`config.mk`:
```
export PLATFORM = sky130hd
export DESIGN_NAME = thlm_div
export DESIGN_NICKNAME = d
export VERILOG_FILES = /design/src/rtl/thlm_pkg.sv /design/src/rtl/thlm_div.sv
export SDC_FILE = /design/constraint.sdc
export NUM_CORES = 1
export LEC_CHECK = 0
export BUFFER_PORTS_ARGS = -buffer_cell sky130_fd_sc_hd__buf_2
export CAP_MARGIN = 20
export CORE_MARGIN = 4
export CORE_UTILIZATION = 45
export DETAILED_ROUTE_END_ITERATION = 16
export GPL_ROUTABILITY_DRIVEN = 0
export HOLD_SLACK_MARGIN = 0.08
export PLACE_DENSITY = 0.73
export SETUP_SLACK_MARGIN = 0.15
export SYNTH_ARGS = -nofsm -noshare
export SYNTH_HDL_FRONTEND = slang
export SYNTH_SLANG_ARGS = --single-unit
```
`constraint.sdc`:
```
create_clock -name clock -period 2.05 [get_ports clock]
set_input_delay 0.205 -clock clock [delete_from_list [all_inputs] [get_ports clock]]
set_output_delay 0.205 -clock clock [all_outputs]
set_load 0.05 [all_outputs]
```
`src/rtl/thlm_pkg.sv`:
```
// ----------------------------------------------------------------------------
// thlm_pkg
// Shared widths, register indexes and types of the tree lock manager.
// ----------------------------------------------------------------------------
package thlm_pkg;

   localparam int NODE_W = 10;   // node index
   localparam int UID_W  = 32;   // user id
   localparam int NUM_W  = 11;   // num_nodes register
   localparam int BR_W   = 10;   // branching register
   localparam int CNT_W  = 11;   // locked-below count
   localparam int CSR_W  = 11;   // widest register
   localparam int SHF_W  = 4;    // shift amount for a power-of-two branching

   // register indexes
   localparam logic CSR_NUM_NODES = 1'b0;
   localparam logic CSR_BRANCHING = 1'b1;

   localparam logic ACT_UNLOCK = 1'b0;
   localparam logic ACT_LOCK   = 1'b1;

   typedef struct packed {
      logic              done;
      logic [NODE_W-1:0] quot;
   } div_rsp_type;

endpackage

```
`src/rtl/thlm_div.sv`:
```
// ----------------------------------------------------------------------------
// thlm_div
// Restoring divider, one quotient bit a cycle; gives the parent index.
// ----------------------------------------------------------------------------
module thlm_div import thlm_pkg::*; (
   input  logic              clock,
   input  logic              reset,
   input  logic              start,
   input  logic [NODE_W-1:0] dividend,
   input  logic [BR_W-1:0]   divisor,
   output div_rsp_type       rsp
);

   logic                busy_ff, busy_in;
   logic                done_ff, done_in;
   logic [SHF_W-1:0]    cnt_ff, cnt_in;
   logic [BR_W-1:0]     rem_ff, rem_in;
   logic [NODE_W-1:0]   quo_ff, quo_in;
   logic [BR_W-1:0]     dvs_ff, dvs_in;
   logic [BR_W:0]       trial;

   always_comb begin
      busy_in = busy_ff;
      done_in = 1'b0;
      cnt_in  = cnt_ff;
      rem_in  = rem_ff;
      quo_in  = quo_ff;
      dvs_in  = dvs_ff;
      trial   = {rem_ff, quo_ff[NODE_W-1]};
      if (start) begin
         busy_in = 1'b1;
         cnt_in  = '0;
         rem_in  = '0;
         quo_in  = dividend;
         dvs_in  = divisor;
      end else if (busy_ff) begin
         if (trial >= {1'b0, dvs_ff}) begin
            rem_in = BR_W'(trial - {1'b0, dvs_ff});
            quo_in = {quo_ff[NODE_W-2:0], 1'b1};
         end else begin
            rem_in = trial[BR_W-1:0];
            quo_in = {quo_ff[NODE_W-2:0], 1'b0};
         end
         cnt_in = cnt_ff + 1'b1;
         if (cnt_ff == SHF_W'(NODE_W - 1)) begin
            busy_in = 1'b0;
            done_in = 1'b1;
         end
      end
   end

   always_ff @(posedge clock) begin
      if (reset) begin
         busy_ff <= 1'b0;
         done_ff <= 1'b0;
      end else begin
         busy_ff <= busy_in;
         done_ff <= done_in;
      end
      cnt_ff <= cnt_in;
      rem_ff <= rem_in;
      quo_ff <= quo_in;
      dvs_ff <= dvs_in;
   end

   assign rsp.done = done_ff;
   assign rsp.quot = quo_ff;

endmodule

```
==> flow_metrics.py <==
metrics = {
    "setup_path": {
        "cp_top_family": "compound AO/OA/AOI/OAI gates",
        "path_buf_inv": 0,
        "cp_slowest_cell": "a2111oi_4",
        "end_kind": "flop",
        "cp.arrival_ns": 2.51,
        "worst_path_largest_cell_delay_ns": 0.46,
        "worstPathCellList": "ha_1 -> nand3_2 -> o21bai_4 -> a2111oi_4 -> nor3b_4 -> or3_1 -> a311oi_1",
        "path_class": "flop to flop",
        "crit_required_ns": 2.26,
        "worst_setup_path_start_kind": "flop",
        "path_max_fanout": 4,
    },
    "synth": {
        "synth_flop_cell": "edfxtp_1",
        "yosysSeqAreaShare": 0.481,
        "synth_edf_count": 20,
        "syn_nets": 211,
        "synth_top_area_share": 0.314,
        "yosys.cell_types.count": 44,
        "synth-async-reset-ratio": 0,
        "yosysMostFrequentCell": "edfxtp_1",
        "synthTopCellsByCount": "edfxtp_1, dfxtp_1, nor2_1",
        "ys_seq_elements": 36,
        "netlist.top_cell.by_area": "edfxtp_1",
        "synth_area_leaders": "edfxtp_1, dfxtp_1, ha_1, mux2_2, nor2_1",
        "syn_area_mm2": 0.00191,
        "avgSynthCellArea_um2": 10.9,
        "netlist_instances": 175,
        "yosys_warnings": 0,
    },
    "clock_tree": {
        "cts_tree": "built",
        "cts-root-buf": "clkbuf_8",
        "cts_buffers": 5,
        "clock_latency_ns": 0.30,
        "cts_buffer_depth": 2,
        "clkSlewWorstSetupHoldPaths_ns": 0.08,
        "clkSinkCount": 36,
        "htree_levels": 2,
    },
    "power": {
        "p_seq_frac": 0.418,
        "power.internal_mw": 1.40,
        "vdd_drop_max_v": 0.000401,
        "clkPwrFrac": 0.243,
        "combPwrFrac": 0.339,
        "p_switching_mw": 0.691,
        "power_leakage_nw": 1.22,
        "cellPowerDensity_mw_per_mm2": 732,
        "power_mw": 2.09,
        "switching_share": 0.331,
    },
    "status": {
        "violations": "setup timing",
        "status": "finished, violations left",
    },
    "timing": {
        "skew_ns": 0.00550,
        "drv_slew": 0,
        "tightest_slew_ns": 0.509,
        "hold_ws_ns": 0.207,
        "hold_viol": 0,
        "setup_viol": 11,
        "max_freq_mhz": 436,
        "min_period_ns": 2.30,
        "relSlewSlack": 0.660,
        "fin_ws_ns": -0.245,
        "rsz0062_at_grt": "true",
        "fin_crit_sh": 1.12,
    },
    "placed_design": {
        "port_buffers": 33,
        "dpl.hpwl_um": 3040,
        "dp_cells": 279,
    },
    "global_routing": {
        "grt_overflow": 0,
        "track_usage": 0.185,
        "grt_pass1_wl_um": 7520,
        "grt_max_degree": 25,
        "grt_pass1_vias": 1613,
        "antenna_found_initial": 0,
    },
    "detailed_routing": {
        "wl_per_cell_um": 16.1,
        "num_vias": 1676,
        "drt_iter0_drc": 86,
        "wl_um": 5010,
        "detail-route-antenna-nets": 0,
        "dr.pass1.iters": 4,
        "via_per_inst": 5.39,
        "drc": 0,
    },
    "final_layout": {
        "layout.nets": 296,
        "synthToLayoutAreaGrowth_pct": 49.2,
        "post_layout_nonfiller_instances": 311,
        "diodes": 0,
        "fill_cells": 260,
        "layout-drive-gt1-share": 0.494,
    },
    "die": {
        "ios": 34,
        "die_h_um": 73.2,
        "core_mm2": 0.00406,
        "die_w_um": 73.2,
        "dieArea_mm2": 0.00536,
        "fp-row-count": 23,
        "start_util": 0.472,
    },
    "job": {
        "maxCapViolations": 0,
    },
    "min_path": {
        "hold_class": "input pin to flop",
    },
}
==> path summary, 6_finish.rpt <==
kind	slack [ns]	to	startpoint	cells after the start
setup reg to reg	-0.25	rem_ff[4]	rem_ff[1]	7
hold / removal	0.21	quo_ff[7]	dividend[7]	2
hold reg to reg	0.51	cnt_ff[1]	cnt_ff[1]	2
setup / recovery	-0.25	rem_ff[4]	rem_ff[1]	7
==> logic make-up (layout without fill, tap and decap cells) <==
| family | Yosys count | after routing | share of synthesized area |
|---|---|---|---|
| compound gates | 36 | 36 | 0.151 |
| flops | 36 | 36 | 0.481 |
| xor+xnor | 10 | 10 | 0.0457 |
| simple gates | 47 | 48 | 0.123 |
| fa+ha+maj | 13 | 13 | 0.0889 |
| mux | 11 | 11 | 0.0647 |
| buf+inv | 22 | 107 | 0.0457 |
==> worst register-to-register path: stages (launching register included) <==
cell and delay [ns]:
dfxtp_1 0.35, ha_1 0.32, nand3_2 0.10, o21bai_4 0.20, a2111oi_4 0.46, nor3b_4 0.12
or3_1 0.41, a311oi_1 0.26
==> metal layers <==
layer | wire [µm] | part of all wire | up-vias | GRT usage
met3 | 202 | 0.040 | 17 | 0.0482
met1 | 2110 | 0.42 | 803 | 0.232
met4 | 135 | 0.027 | 0 | 0.0697
li1 | - | - | 807 | -
met5 | 0 | 0 | - | 0
met2 | 2570 | 0.51 | 49 | 0.305
==> per-stage QoR <==
step | util | TNS (ns) | area [µm²] | worst slack, ns
final | 0.704 | -1.65 | 2860 | -0.245
after global routing | 0.704 | -2.74 | 2860 | -0.331
after CTS | 0.669 | -0.759 | 2720 | -0.219
after detailed placement | 0.585 | -1.39 | 2370 | -0.231
after global placement | 0.585 | -1.03 | 2370 | -0.162
after floorplan | - | -1.02 | 1970 | -0.237
==> layout by cell type, fill, tap and decap left out, drive strengths merged, types with 3 or more instances in the layout <==
master	instances
xnor2	5
nand2	11
a21oi	5
a311oi	5
inv	14
nor3b	3
a21o	3
dlygate4sd3	11
nand3	3
xor2	5
clkbuf	5
ha	12
edfxtp	20
nor2	16
mux2	11
dfxtp	16
a211oi	5
o21ai	4
buf	74
clkinv	3
nor2b	4
==> sequential cells by signal, summed over array words and instances (netlist names) <==
signal   count
done_ff      1
cnt_ff       4
busy_ff      1
dvs_ff      10
quo_ff      10
rem_ff      10
==> cell type report <==
class / instances / area [µm²] / share of cell area
timing repair buffer: 85 / 598 / 0.209
clock inverter: 3 / 18.8 / 0.00657
inverter: 14 / 52.6 / 0.0184
tap: 50 / 62.6 / 0.0219
sequential: 36 / 922 / 0.323
clock buffer: 5 / 68.8 / 0.0241
multi-input combinational: 118 / 1130 / 0.397
==> power groups by stage <==
stage	Sequential, mW	Combinational (mW)	Clock, mW
after floorplan	0.950	0.285	0
after global placement	0.883	0.534	0
after detailed placement	0.883	0.542	0
after CTS	0.870	0.621	0.524
after global routing	0.881	0.755	0.546
final	0.874	0.709	0.509
==> timing repair <==
action	CTS	global route
gates resized for setup	17	16
pin swaps	17	21
setup endpoints to repair	11	11
cloned	1	0
hold buffers	11	0
endpoints found under the hold margin	12	0
setup buffers	6	6
(Power assumes the default switching activity.)
